## src/design/qru_pkg.sv

```systemverilog
package qru_pkg;

    localparam int ANGLE_BITS          = 20;
    localparam int RATIO_FRACTION_BITS = 16;
    localparam int FITNESS_BITS        = 32;
    localparam int ROT_BITS            = 18;
    localparam int SEED_BITS           = 16;
    localparam int CFG_DATA_BITS       = 18;
    localparam int CFG_INDEX_BITS      = 2;
    localparam int DIR_BITS            = 2;

    localparam int RATIO_BITS = RATIO_FRACTION_BITS + 1;
    localparam int DIV_STEPS  = RATIO_FRACTION_BITS + 1;
    localparam int CNT_BITS   = $clog2(DIV_STEPS);
    localparam int REM_BITS   = FITNESS_BITS + 1;
    localparam int SPAN_BITS  = ROT_BITS + 1;
    localparam int PROD_BITS  = SPAN_BITS + RATIO_BITS + 1;

    localparam logic [SEED_BITS-1:0] LFSR_TAPS = 16'hB400;

    localparam logic [DIR_BITS-1:0] DIR_NONE = 2'd0;
    localparam logic [DIR_BITS-1:0] DIR_POS  = 2'd1;
    localparam logic [DIR_BITS-1:0] DIR_NEG  = 2'd2;

    localparam logic [CFG_INDEX_BITS-1:0] CFG_ROTATION_LOW  = 2'd0;
    localparam logic [CFG_INDEX_BITS-1:0] CFG_ROTATION_HIGH = 2'd1;
    localparam logic [CFG_INDEX_BITS-1:0] CFG_RANDOM_SEED   = 2'd2;

    localparam logic [ROT_BITS-1:0]  ROTATION_LOW_RESET  = 18'd262;
    localparam logic [ROT_BITS-1:0]  ROTATION_HIGH_RESET = 18'd13107;
    localparam logic [SEED_BITS-1:0] SEED_RESET          = 16'd1;

    typedef struct packed {
        logic [ANGLE_BITS-1:0]   theta;
        logic                    qubit_bit;
        logic                    best_bit;
        logic [FITNESS_BITS-1:0] fitness_current;
        logic [FITNESS_BITS-1:0] fitness_best;
    } in_item_t;

    typedef struct packed {
        logic [ANGLE_BITS-1:0] new_theta;
        logic [DIR_BITS-1:0]   direction;
        logic                  used_random;
    } out_item_t;

    typedef struct packed {
        logic [ANGLE_BITS-1:0]   theta;
        logic [DIR_BITS-1:0]     direction;
        logic                    used_random;
        logic [FITNESS_BITS-1:0] diff;
        logic [FITNESS_BITS-1:0] max;
    } task_t;

    typedef struct packed {
        logic [ROT_BITS-1:0] rotation_low;
        logic [ROT_BITS-1:0] rotation_high;
    } rot_cfg_t;

    typedef struct packed {
        logic                      valid;
        logic [CFG_INDEX_BITS-1:0] index;
        logic [CFG_DATA_BITS-1:0]  data;
    } cfg_write_t;

endpackage

```

## src/design/qru_front.sv

```systemverilog
module qru_front (
    input  logic                clk,
    input  logic                rst_n,
    input  logic                in_valid,
    input  qru_pkg::in_item_t   in_item,
    input  logic                full,
    input  qru_pkg::cfg_write_t cfg_write,
    output logic                push,
    output qru_pkg::task_t      push_task
);

    logic [qru_pkg::SEED_BITS-1:0]  lfsr_reg;
    logic [qru_pkg::SEED_BITS-1:0]  lfsr_next;
    logic [qru_pkg::SEED_BITS-1:0]  seed;
    logic [1:0]                     quadrant;
    logic                           on_axis;
    logic                           pos;
    logic                           tie;
    logic [qru_pkg::DIR_BITS-1:0]   dir;
    logic                           cur_larger;

    assign push     = in_valid && !full;
    assign quadrant = in_item.theta[qru_pkg::ANGLE_BITS-1 -: 2];
    assign on_axis  = in_item.theta[qru_pkg::ANGLE_BITS-3:0] == '0;
    assign pos      = !quadrant[0];
    assign seed     = cfg_write.data[qru_pkg::SEED_BITS-1:0];

    always_comb
    begin
        tie = 1'b0;
        dir = qru_pkg::DIR_NONE;
        if (in_item.qubit_bit == in_item.best_bit) begin
            dir = qru_pkg::DIR_NONE;
        end else if (!in_item.qubit_bit) begin
            if (!on_axis) begin
                dir = pos ? qru_pkg::DIR_POS : qru_pkg::DIR_NEG;
            end else if (quadrant[0]) begin
                dir = qru_pkg::DIR_NONE;
            end else begin
                tie = 1'b1;
            end
        end else begin
            if (!on_axis) begin
                dir = pos ? qru_pkg::DIR_NEG : qru_pkg::DIR_POS;
            end else if (!quadrant[0]) begin
                dir = qru_pkg::DIR_NONE;
            end else begin
                tie = 1'b1;
            end
        end
        if (tie) begin
            dir = lfsr_reg[0] ? qru_pkg::DIR_NEG : qru_pkg::DIR_POS;
        end
    end

    always_comb
    begin
        lfsr_next = lfsr_reg;
        if (cfg_write.valid && cfg_write.index == qru_pkg::CFG_RANDOM_SEED) begin
            lfsr_next = (seed == '0) ? qru_pkg::SEED_BITS'(1) : seed;
        end else if (push && tie) begin
            lfsr_next = (lfsr_reg >> 1) ^ (lfsr_reg[0] ? qru_pkg::LFSR_TAPS : '0);
        end
    end

    always_ff @(posedge clk or negedge rst_n)
    begin
        if (!rst_n) begin
            lfsr_reg <= qru_pkg::SEED_RESET;
        end else begin
            lfsr_reg <= lfsr_next;
        end
    end

    assign cur_larger = in_item.fitness_current > in_item.fitness_best;

    always_comb
    begin
        push_task.theta       = in_item.theta;
        push_task.direction   = dir;
        push_task.used_random = tie;
        push_task.max  = cur_larger ? in_item.fitness_current : in_item.fitness_best;
        push_task.diff = cur_larger ? in_item.fitness_current - in_item.fitness_best
                                    : in_item.fitness_best - in_item.fitness_current;
    end

endmodule

```

## src/design/qru_queue.sv

```systemverilog
module qru_queue (
    input  logic           clk,
    input  logic           rst_n,
    input  logic           push,
    input  qru_pkg::task_t push_task,
    input  logic           pop,
    output logic           full,
    output logic           not_empty,
    output qru_pkg::task_t pop_task
);

    qru_pkg::task_t entry_reg [2];
    logic           wr_ptr_reg;
    logic           wr_ptr_next;
    logic           rd_ptr_reg;
    logic           rd_ptr_next;
    logic [1:0]     count_reg;
    logic [1:0]     count_next;
    logic           do_push;
    logic           do_pop;

    assign full      = count_reg == 2'd2;
    assign not_empty = count_reg != 2'd0;
    assign do_push   = push && !full;
    assign do_pop    = pop && not_empty;
    assign pop_task  = entry_reg[rd_ptr_reg];

    always_comb
    begin
        wr_ptr_next = do_push ? !wr_ptr_reg : wr_ptr_reg;
        rd_ptr_next = do_pop ? !rd_ptr_reg : rd_ptr_reg;
        count_next  = count_reg;
        if (do_push && !do_pop) begin
            count_next = count_reg + 2'd1;
        end else if (do_pop && !do_push) begin
            count_next = count_reg - 2'd1;
        end
    end

    always_ff @(posedge clk or negedge rst_n)
    begin
        if (!rst_n) begin
            wr_ptr_reg <= 1'b0;
            rd_ptr_reg <= 1'b0;
            count_reg  <= 2'd0;
        end else begin
            wr_ptr_reg <= wr_ptr_next;
            rd_ptr_reg <= rd_ptr_next;
            count_reg  <= count_next;
        end
    end

    always_ff @(posedge clk)
    begin
        if (do_push) begin
            entry_reg[wr_ptr_reg] <= push_task;
        end
    end

endmodule

```

## src/design/qru_back.sv

```systemverilog
module qru_back (
    input  logic              clk,
    input  logic              rst_n,
    input  logic              not_empty,
    input  qru_pkg::task_t    pop_task,
    input  qru_pkg::rot_cfg_t rot_cfg,
    input  logic              out_stall,
    output logic              pop,
    output logic              out_valid,
    output qru_pkg::out_item_t out_item
);

    typedef enum logic [3:0] {
        ST_IDLE = 4'b0001,
        ST_DIV  = 4'b0010,
        ST_MUL  = 4'b0100,
        ST_SUM  = 4'b1000
    } state_t;

    state_t                                state_reg;
    state_t                                state_next;
    logic [qru_pkg::CNT_BITS-1:0]          cnt_reg;
    logic [qru_pkg::CNT_BITS-1:0]          cnt_next;
    logic [qru_pkg::REM_BITS-1:0]          rem_reg;
    logic [qru_pkg::REM_BITS-1:0]          rem_next;
    logic [qru_pkg::FITNESS_BITS-1:0]      den_reg;
    logic [qru_pkg::RATIO_BITS-1:0]        quot_reg;
    logic [qru_pkg::RATIO_BITS-1:0]        quot_next;
    logic                                  zero_reg;
    logic [qru_pkg::ANGLE_BITS-1:0]        theta_reg;
    logic [qru_pkg::DIR_BITS-1:0]          dir_reg;
    logic                                  used_reg;
    logic signed [qru_pkg::PROD_BITS-1:0]  prod_reg;
    logic                                  out_valid_reg;
    logic                                  out_valid_next;
    qru_pkg::out_item_t                    out_item_reg;

    logic [qru_pkg::REM_BITS-1:0]          rem_shift;
    logic                                  ge;
    logic [qru_pkg::RATIO_BITS-1:0]        ratio;
    logic signed [qru_pkg::SPAN_BITS-1:0]  span;
    logic [qru_pkg::ROT_BITS-1:0]          rot;
    logic [qru_pkg::ANGLE_BITS-1:0]        delta;
    logic [qru_pkg::ANGLE_BITS-1:0]        new_theta;
    logic                                  out_free;
    logic                                  load_out;

    localparam logic [qru_pkg::RATIO_BITS-1:0] ONE =
        qru_pkg::RATIO_BITS'(1) << qru_pkg::RATIO_FRACTION_BITS;
    localparam logic [qru_pkg::CNT_BITS-1:0] LAST_STEP =
        qru_pkg::CNT_BITS'(qru_pkg::DIV_STEPS - 1);

    assign out_free = !out_valid_reg || !out_stall;
    assign pop      = (state_reg == ST_IDLE) && not_empty;
    assign load_out = (state_reg == ST_SUM) && out_free;

    assign rem_shift = (cnt_reg == '0) ? rem_reg : (rem_reg << 1);
    assign ge        = rem_shift >= {1'b0, den_reg};
    assign rem_next  = ge ? rem_shift - {1'b0, den_reg} : rem_shift;
    assign quot_next = {quot_reg[qru_pkg::RATIO_BITS-2:0], ge};

    assign ratio = zero_reg ? '0 : ((quot_reg > ONE) ? ONE : quot_reg);
    assign span  = $signed({1'b0, rot_cfg.rotation_high})
                 - $signed({1'b0, rot_cfg.rotation_low});

    assign rot   = rot_cfg.rotation_low
                 + prod_reg[qru_pkg::RATIO_FRACTION_BITS +: qru_pkg::ROT_BITS];
    assign delta = qru_pkg::ANGLE_BITS'({rot, 1'b0});

    always_comb
    begin
        case (dir_reg)
            qru_pkg::DIR_POS: new_theta = theta_reg + delta;
            qru_pkg::DIR_NEG: new_theta = theta_reg - delta;
            default:          new_theta = theta_reg;
        endcase
    end

    always_comb
    begin
        state_next = state_reg;
        cnt_next   = cnt_reg;
        unique case (state_reg)
            ST_IDLE:
            begin
                cnt_next = '0;
                if (not_empty) begin
                    state_next = ST_DIV;
                end
            end
            ST_DIV:
            begin
                cnt_next = cnt_reg + qru_pkg::CNT_BITS'(1);
                if (cnt_reg == LAST_STEP) begin
                    state_next = ST_MUL;
                end
            end
            ST_MUL:
            begin
                state_next = ST_SUM;
            end
            ST_SUM:
            begin
                if (out_free) begin
                    state_next = ST_IDLE;
                end
            end
            default:
            begin
                state_next = ST_IDLE;
            end
        endcase
    end

    always_comb
    begin
        out_valid_next = out_valid_reg && out_stall;
        if (load_out) begin
            out_valid_next = 1'b1;
        end
    end

    always_ff @(posedge clk or negedge rst_n)
    begin
        if (!rst_n) begin
            state_reg     <= ST_IDLE;
            cnt_reg       <= '0;
            out_valid_reg <= 1'b0;
        end else begin
            state_reg     <= state_next;
            cnt_reg       <= cnt_next;
            out_valid_reg <= out_valid_next;
        end
    end

    always_ff @(posedge clk)
    begin
        if (pop) begin
            rem_reg   <= {1'b0, pop_task.diff};
            den_reg   <= pop_task.max;
            quot_reg  <= '0;
            zero_reg  <= pop_task.max == '0;
            theta_reg <= pop_task.theta;
            dir_reg   <= pop_task.direction;
            used_reg  <= pop_task.used_random;
        end else if (state_reg == ST_DIV) begin
            rem_reg  <= rem_next;
            quot_reg <= quot_next;
        end
        if (state_reg == ST_MUL) begin
            prod_reg <= span * $signed({1'b0, ratio});
        end
        if (load_out) begin
            out_item_reg.new_theta   <= new_theta;
            out_item_reg.direction   <= dir_reg;
            out_item_reg.used_random <= used_reg;
        end
    end

    assign out_valid = out_valid_reg;
    assign out_item  = out_item_reg;

endmodule

```

## src/design/qubit_rotation_update.sv

```systemverilog
// Qubit rotation update.
// Input channel (in_valid, in_stall, in_item): a transaction is taken when in_valid is high
// and in_stall low. The front classifies the rotation direction, steps the tie-break LFSR
// and forms the fitness difference and maximum, then queues the work (two entries).
// The back runs a restoring division of difference by maximum, one quotient bit a cycle,
// one signed multiply for the blend of low and high, then the angle add.
// Output channel (out_valid, out_stall, out_item): a registered result is held while
// out_stall is high; the back finishes its next item and waits behind it.
// The back takes one transaction at a time and pops the next only when back in idle.
// An input transaction passes the queue, then the back states idle, divide, multiply, sum.
// Configuration (cfg_valid, cfg_ready, cfg_index, cfg_data): cfg_ready is always high;
// index 0 rotation low, 1 rotation high, 2 seed (reloads the LFSR, zero loads as one).
// Reset clears the queue, the back's state and the output valid, loads low 262, high 13107
// and an LFSR of one.
module qubit_rotation_update (
    input  logic                                  clk,
    input  logic                                  rst_n,
    input  logic                                  in_valid,
    output logic                                  in_stall,
    input  qru_pkg::in_item_t                     in_item,
    output logic                                  out_valid,
    input  logic                                  out_stall,
    output qru_pkg::out_item_t                    out_item,
    input  logic                                  cfg_valid,
    output logic                                  cfg_ready,
    input  logic [qru_pkg::CFG_INDEX_BITS-1:0]    cfg_index,
    input  logic [qru_pkg::CFG_DATA_BITS-1:0]     cfg_data
);

    logic [qru_pkg::ROT_BITS-1:0] rotation_low_reg;
    logic [qru_pkg::ROT_BITS-1:0] rotation_high_reg;
    qru_pkg::cfg_write_t          cfg_write;
    qru_pkg::rot_cfg_t            rot_cfg;
    qru_pkg::task_t               push_task;
    qru_pkg::task_t               pop_task;
    logic                         push;
    logic                         pop;
    logic                         full;
    logic                         not_empty;

    assign cfg_ready       = 1'b1;
    assign cfg_write.valid = cfg_valid && cfg_ready;
    assign cfg_write.index = cfg_index;
    assign cfg_write.data  = cfg_data;

    always_ff @(posedge clk or negedge rst_n)
    begin
        if (!rst_n) begin
            rotation_low_reg  <= qru_pkg::ROTATION_LOW_RESET;
            rotation_high_reg <= qru_pkg::ROTATION_HIGH_RESET;
        end else if (cfg_write.valid) begin
            if (cfg_index == qru_pkg::CFG_ROTATION_LOW) begin
                rotation_low_reg <= cfg_data[qru_pkg::ROT_BITS-1:0];
            end
            if (cfg_index == qru_pkg::CFG_ROTATION_HIGH) begin
                rotation_high_reg <= cfg_data[qru_pkg::ROT_BITS-1:0];
            end
        end
    end

    assign rot_cfg.rotation_low  = rotation_low_reg;
    assign rot_cfg.rotation_high = rotation_high_reg;
    assign in_stall              = full;

    qru_front u_front (
        .clk       (clk),
        .rst_n     (rst_n),
        .in_valid  (in_valid),
        .in_item   (in_item),
        .full      (full),
        .cfg_write (cfg_write),
        .push      (push),
        .push_task (push_task)
    );

    qru_queue u_queue (
        .clk       (clk),
        .rst_n     (rst_n),
        .push      (push),
        .push_task (push_task),
        .pop       (pop),
        .full      (full),
        .not_empty (not_empty),
        .pop_task  (pop_task)
    );

    qru_back u_back (
        .clk       (clk),
        .rst_n     (rst_n),
        .not_empty (not_empty),
        .pop_task  (pop_task),
        .rot_cfg   (rot_cfg),
        .out_stall (out_stall),
        .pop       (pop),
        .out_valid (out_valid),
        .out_item  (out_item)
    );

`ifndef NO_ASSERTIONS
    a_pop_needs_entry: assert property (@(posedge clk) disable iff (!rst_n)
        pop |-> not_empty)
        else $error("pop from empty queue");

    a_random_has_direction: assert property (@(posedge clk) disable iff (!rst_n)
        (out_valid && out_item.used_random) |->
        (out_item.direction == qru_pkg::DIR_POS || out_item.direction == qru_pkg::DIR_NEG))
        else $error("tie-break result without direction");

    a_direction_legal: assert property (@(posedge clk) disable iff (!rst_n)
        out_valid |-> (out_item.direction == qru_pkg::DIR_NONE
            || out_item.direction == qru_pkg::DIR_POS
            || out_item.direction == qru_pkg::DIR_NEG))
        else $error("illegal direction code");

    a_push_when_space: assert property (@(posedge clk) disable iff (!rst_n)
        push |-> !full)
        else $error("push into full queue");
`endif

endmodule

```

## config.mk

```make
export PLATFORM = sky130hd
export DESIGN_NAME = qubit_rotation_update
export DESIGN_NICKNAME = d
export VERILOG_FILES = /design/src/design/qru_pkg.sv /design/src/design/qru_front.sv /design/src/design/qru_queue.sv /design/src/design/qru_back.sv /design/src/design/qubit_rotation_update.sv
export SDC_FILE = /design/constraint.sdc
export NUM_CORES = 2
export LEC_CHECK = 0
export ABC_AREA = 1
export BUFFER_PORTS_ARGS = -buffer_cell sky130_fd_sc_hd__clkbuf_2
export CAP_MARGIN = 20
export CORE_ASPECT_RATIO = 1.1
export CORE_MARGIN = 2
export CORE_UTILIZATION = 70
export DETAILED_ROUTE_END_ITERATION = 12
export GPL_TIMING_DRIVEN = 0
export PLACE_DENSITY = 0.89
export SYNTH_ARGS = -nofsm -noshare
export SYNTH_HDL_FRONTEND = slang
export SYNTH_HIERARCHICAL = 1
export SYNTH_SLANG_ARGS = --single-unit
```

## constraint.sdc

```tcl
create_clock -name clk -period 11.8 [get_ports clk]
set_input_delay 1.77 -clock clk [delete_from_list [all_inputs] [get_ports clk]]
set_output_delay 1.77 -clock clk [all_outputs]
set_load 0.02 [all_outputs]
```

Yosys cells after proc, flatten, opt, wreduce, memory -nomap -nowiden. Memories as Yosys holds them, arrays and structs flattened. Cells that the tools add are included.

Add/subtract/negate cells: 10. Multiply operators: 1. Order comparisons: 3. Equality and inequality tests: 14. Muxes and demuxes: 37. Bitwise logic cells: 1. Reductions and logical operators: 31.

Operators by type and width (number): 2-to-1 mux 32 bit (4); 2-to-1 mux 33 bit (2); 2-to-1 mux 16 bit (4); subtractor 32 bit (2); one-hot mux 20 bit (2 select lines) (1); multiplier 19 x 18 -> 34 bit (1); 2-to-1 mux 17 bit (2); greater-or-equal comparator 33 x 32 -> 1 bit (1); subtractor 33 x 32 -> 33 bit (1); greater-than comparator 32 bit (1); zero test 32 bit (1); adder 20 x 19 -> 20 bit (1); 2-to-1 mux 2 bit (10); subtractor 20 x 19 -> 20 bit (1); subtractor 18 x 18 -> 19 bit (1); adder 18 bit (1); zero test 18 bit (1); greater-than comparator 17 bit (second input constant) (1); zero test 16 bit (1); one-hot mux 4 bit (4 select lines) (1); XOR 15 x 16 -> 16 bit (1); 2-to-1 mux 4 bit (3); logical AND 1 bit (10); one-hot mux 5 bit (2 select lines) (1); other kinds (20) (44).

Bits in registers: 229. Bits in writable memories: 174. Bits of input ports: 111. Output and inout port bits: 26. Logic and storage cells: 119. Memories kept: 1.

Memories: u_queue.entry_reg (depth 2, width 87, read ports 1, clocked after Yosys merged registers in 0, write ports 1, RTL line qru_queue.sv:12) `qru_pkg::task_t entry_reg [2];`.

Longest topological paths before layout.
Depth after elaboration: 8. Gate-level depth with buffers: 40. Depth with buffers taken out: 40.

Hierarchy. Netlist, hierarchy kept.

Modules (own cells, without submodules): qru_back (instances 1, cells each 2946, area each 23269.8 µm², seq. area each 4485.6 µm²); qru_queue (instances 1, cells each 486, area each 6556.3 µm², seq. area each 5325.1 µm²); qru_front (instances 1, cells each 1298, area each 6523.8 µm², seq. area each 401.6 µm²); qubit_rotation_update (instances 1, cells each 160, area each 1527.7 µm², seq. area each 914.6 µm²).

Worst setup path after synthesis. Ideal clock, no wire load.

Path type: register -> register. From: register rotation_high_reg[0] (netlist bit). To: register u_back/prod_reg[32] (netlist bit), data pin. Setup time: 0.258 ns. Data arrival time: 6.771 ns. Required time: 11.542 ns. Setup slack: 4.771 ns. Cell stages (with the launch flop): 36. Buffers on the path: 1. Period minus slack after synthesis: 7.029 ns. Cells stage by stage: dfstp_2 inv_1 ha_1 fa_1 inv_1 nand3_1 nor2_1 nor2_1 inv_1 nand2_1 o21ai_2 nand4_1 nand2_1 xnor2_2 buf_2 nor2_1 fa_1 inv_1 fa_1 fa_1 inv_1 fa_1 fa_1 inv_1 fa_1 inv_1 ha_1 a21oi_1 o21ai_0 inv_1 nor3_1 a211oi_1 nand2_1 nand2_1 nand3_1 xor2_1.

Word-level cells in the longest chain between the ends: 2.

RTL lines: start: declaration (RTL line qubit_rotation_update.sv:31) `logic [qru_pkg::ROT_BITS-1:0] rotation_high_reg;`; start signal: assignment (RTL line qubit_rotation_update.sv:50) `rotation_high_reg <= qru_pkg::ROTATION_HIGH_RESET;`; start signal: assignment (RTL line qubit_rotation_update.sv:56) `rotation_high_reg <= cfg_data[qru_pkg::ROT_BITS-1:0];`; subtractor 18 x 18 -> 19 bit (RTL line qru_back.sv:64) `- $signed({1'b0, rot_cfg.rotation_low});`; multiplier 19 x 18 -> 34 bit (RTL line qru_back.sv:151) `prod_reg <= span * $signed({1'b0, ratio});`; end signal: assignment (RTL line qru_back.sv:151); end: declaration (RTL line qru_back.sv:33) `logic signed [qru_pkg::PROD_BITS-1:0] prod_reg;`.

No other way between the ends. A chain may end at the register's enable or synchronous reset.

Final worst setup path.
From: register rotation_low_reg[2] (netlist bit). To: register u_back/prod_reg[31] (netlist bit), data pin.

Word-level cells in the longest chain between the ends: 2.

RTL lines: start: declaration (RTL line qubit_rotation_update.sv:30) `logic [qru_pkg::ROT_BITS-1:0] rotation_low_reg;`; start signal: assignment (RTL line qubit_rotation_update.sv:49) `rotation_low_reg <= qru_pkg::ROTATION_LOW_RESET;`; start signal: assignment (RTL line qubit_rotation_update.sv:53) `rotation_low_reg <= cfg_data[qru_pkg::ROT_BITS-1:0];`; subtractor 18 x 18 -> 19 bit (RTL line qru_back.sv:64); multiplier 19 x 18 -> 34 bit (RTL line qru_back.sv:151).

No other way between the ends.

==> summary.md <==
| Metric | Value |
|---|---|
| HP Class | `flip-flop to flip-flop` |
| CTS tree | `built` |
| Hold violation count in the final report | `0` |
| Avg Cell Area, Syn | `7.75 sq um` |
| Final-stage net count | `around 5700` |
| Post-Route WL | `roughly 110000 um` |
| Antenna diode instance count | `0` |
| Slew Limit Fails | `0` |
| DP HPWL | `roughly 86000 um` |
| Power per cell area | `236 mW/mm^2` |
| Footprint of the multi-input gates | `between 0.02 and 0.025 sq mm` |
| Storage cell area | `about 0.011 sq mm` |
| RSZ-0062 raised after global routing | `false` |
| First-pass GRT wire length | `168000 um` |
| GRT Util Overall | `a little under 40%` |
| Seq cells post-synth | `387` |
| Max VDD drop | `around 0.21 mV` |
| Max reg flops | `approximately 170` |
| Clk buf depth | `3` |
| Routability cong. | `about 1.0` |
| Port Buffers | `134` |
| Cts hold-fix bufs | `0` |
| Worst-Margin Slew | `between 1 and 1.5 ns` |
| Clk sinks | `387` |
| Rel. slew slack | `30.1%` |
| Largest net degree at the start of global routing | `roughly 70` |
| Syn_nets | `~5500` |
| Count of cell types in the netlist | `just under 70` |
| Initial drt markers | `about 3000` |
| Gate Count Post-Synth | `a little under 5000` |
| Worst setup EP type | `flip-flop` |
| Initial Utilization | `~71%` |
| Tcrit/Tclk final | `71.0%` |
| Critical path fanouts, max | `10` |
| Avg Vias per Cell | `5.69` |
| Antenna viol nets, final | `0` |
| Layout cells sized above 1 | `a little over 8%` |
| Die area | `between 0.05 and 0.06 sq mm` |
| Die width | `between 200 and 250 um` |
| Post-placement cell count | `between 5000 and 6000` |
| DR pass1 iterations | `9` |
| Io pins | `approximately 140` |
| H-Tree Depth | `2` |
| Total gr overflow | `0` |
| Hold-critical path depth | `0` |
| DIE HEIGHT | `approximately 250 um` |
| Final setup vio count | `0` |
| Root Buffer | `clkbuf_16` |
| Power Total | `just under 10 mW` |
| Num CTS Buffers | `38` |
| Final Skew | `0.0420 ns` |
| WP data arrival | `about 8.7 ns` |
| R2r worst-path depth | `27` |
| Post-cts sizing count | `0` |
| Kind of critical path | `flip-flop to flip-flop` |
| Clk pin slew, worst setup/hold paths | `~0.070 ns` |
| Clk Latency, worst-skew pair | `0.59 ns` |
| Synthesis-to-layout area growth | `7.55%` |
| Initial antenna violation count | `0` |
| Ys async rst share | `17.1%` |
| Mapped Area | `around 0.038 sq mm` |
| Sequential area share after synthesis | `29.4%` |
| Fin cells | `slightly below 6000` |
| Worst endpoint required time | `~12 ns` |
| Minimum hold slack | `around 0.42 ns` |
| Max-cap violations | `0` |
| Setup_tns | `0 ns` |
| Leakage | `21.1 nW` |
| Final min period | `8.38 ns` |
| Core area | `between 0.05 and 0.06 sq mm` |
| DRC violations left | `0` |
| Top FF cell, synth | `edfxtp_1` |
| FF-to-FF setup slack | `~3.4 ns` |
| Avg WL per Cell | `18.2 um` |
| Yosys warns | `6` |
| Post-CTS Setup Inserts | `0` |
| Vias in the first global route | `about 33000` |
| EDFF count, synth | `about 300` |
| Fill count | `between 3000 and 4000` |
| Status | `finished, final reports clean` |
| Element type at the critical path start | `flip-flop` |
| Vias | `about 33000` |
| Max Fclk | `roughly 0.12 GHz` |
| # rows | `roughly 90` |
synthesized netlist by cell type (21+ instances only):
| library cell | n | share of area (%) |
|---|---|---|
| nand2_2 | 21 | 0.35 |
| dfrtp_1 | 53 | 3.5 |
| nand3_1 | 210 | 2.8 |
| a21oi_1 | 158 | 2.1 |
| nand2_1 | 1547 | 15 |
| inv_2 | 23 | 0.23 |
| ha_1 | 235 | 7.8 |
| nor3_1 | 32 | 0.42 |
| xor2_1 | 62 | 1.4 |
| nor2_1 | 347 | 3.4 |
| buf_4 | 42 | 0.83 |
| nand3b_1 | 40 | 0.79 |
| xnor2_1 | 51 | 1.2 |
| fa_1 | 310 | 16 |
| inv_1 | 894 | 8.9 |
| nand4_1 | 55 | 0.91 |
| edfxtp_1 | 303 | 24 |
| clkbuf_1 | 44 | 0.44 |
| buf_2 | 42 | 0.55 |
| o21ai_0 | 171 | 2.3 |
metal layers:
layer	vias up	wire (um)	track usage, %
met3	545	8500	6.48
met1	15400	36200	42.4
li1	15600	-	-
met5	-	0	0
met2	1672	52500	68.0
met4	0	9160	29.2
cells in the final DEF (no fill, tap or decap), drive strengths merged, types with 3 or more instances in the layout:
cell type / n
nand2: 1574
inv: 921
nor2: 356
fa: 310
edfxtp: 303
ha: 235
clkbuf: 228
nand3: 213
o21ai: 183
a21oi: 162
buf: 104
xor2: 62
nand4: 56
dfrtp: 53
xnor2: 53
nor3: 48
nand3b: 40
or2: 29
clkinv: 21
nor4: 20
dfxtp: 18
o22ai: 17
o21bai: 15
dfstp: 13
a21o: 13
a31oi: 11
a221oi: 5
a21boi: 5
a211oi: 4
clkinvlp: 4
and2: 3
o21a: 3
o211ai: 3
o31ai: 3
power by group:
group	internal [mW]	switching, mW	total [mW]	leakage, nW
clock network	0.625	0.541	1.17	0.556
logic	1.90	4.21	6.11	16.7
registers	2.16	0.177	2.34	3.79
final timing paths:
kind,start,endpoint
hold reg to reg,u_back/theta_reg[0]$_DFFE_PP_,u_back/out_item[3]$_DFFE_PP_
setup / recovery,rotation_low_reg[2]$_DFFE_PN1P_,u_back/prod_reg[31]$_DFFE_PP_
max in group asynchronous,rst_n,u_queue/count_reg[1]$_DFFE_PN0P_
min in group asynchronous,rst_n,u_front/lfsr_reg[4]$_DFFE_PN0P_
setup reg to reg,rotation_low_reg[2]$_DFFE_PN1P_,u_back/prod_reg[31]$_DFFE_PP_
hold / removal,u_back/theta_reg[0]$_DFFE_PP_,u_back/out_item[3]$_DFFE_PP_
worst max-delay path, cell delays in order (launching register included):
cell	delay (ns)
dfstp_2	0.58
inv_1	0.09
ha_1	0.37
a21oi_1	0.17
nand2_1	0.11
a21oi_2	0.20
inv_1	0.06
nand2_1	0.05
nand2_1	0.12
or2_2	0.30
nand2_1	0.33
clkinv_1	0.49
nand2_1	0.23
fa_1	0.45
inv_1	0.09
fa_1	0.45
fa_1	0.57
fa_1	0.55
fa_1	0.55
inv_1	0.05
fa_1	0.67
inv_1	0.08
ha_1	0.39
a21oi_1	0.25
o221ai_1	0.15
a21oi_1	0.38
o21ai_0	0.18
xor2_1	0.18
cells by family (layout without fill, tap and decap cells):
kind of cell	count (synthesis)	after routing	share of synthesized area, %
other	1	1	0.00990
adder cells (fa/ha/maj)	545	545	24.1
buffers and inverters	1071	1279	11.4
AO/OA/AOI/OAI	431	431	6.38
AND/OR/NAND/NOR	2340	2340	26.0
flip-flops	387	387	29.4
XOR/XNOR	115	115	2.70
cell type report:
class	count	area share (%)
Timing Repair Buffer	139	1.88
Sequential cell	387	27.3
Clock buffer	47	2.42
Clock inverter	22	0.433
Tap cell	728	2.24
Inverter	925	8.54
Multi-Input combinational cell	3432	55.1
Buffer	146	2.11
metrics by stage:
step | cell area [sq um] | util [%] | setup WS (ns)
after floorplan | 37900 | - | 4.77
after global placement | 39500 | 73.7 | 3.39
after detailed placement | 39600 | 73.9 | 3.67
after CTS | 40700 | 76.1 | 3.65
after global routing | 40700 | 76.1 | 3.03
final | 40700 | 76.1 | 3.42
Power figures use the tool's default switching activity.
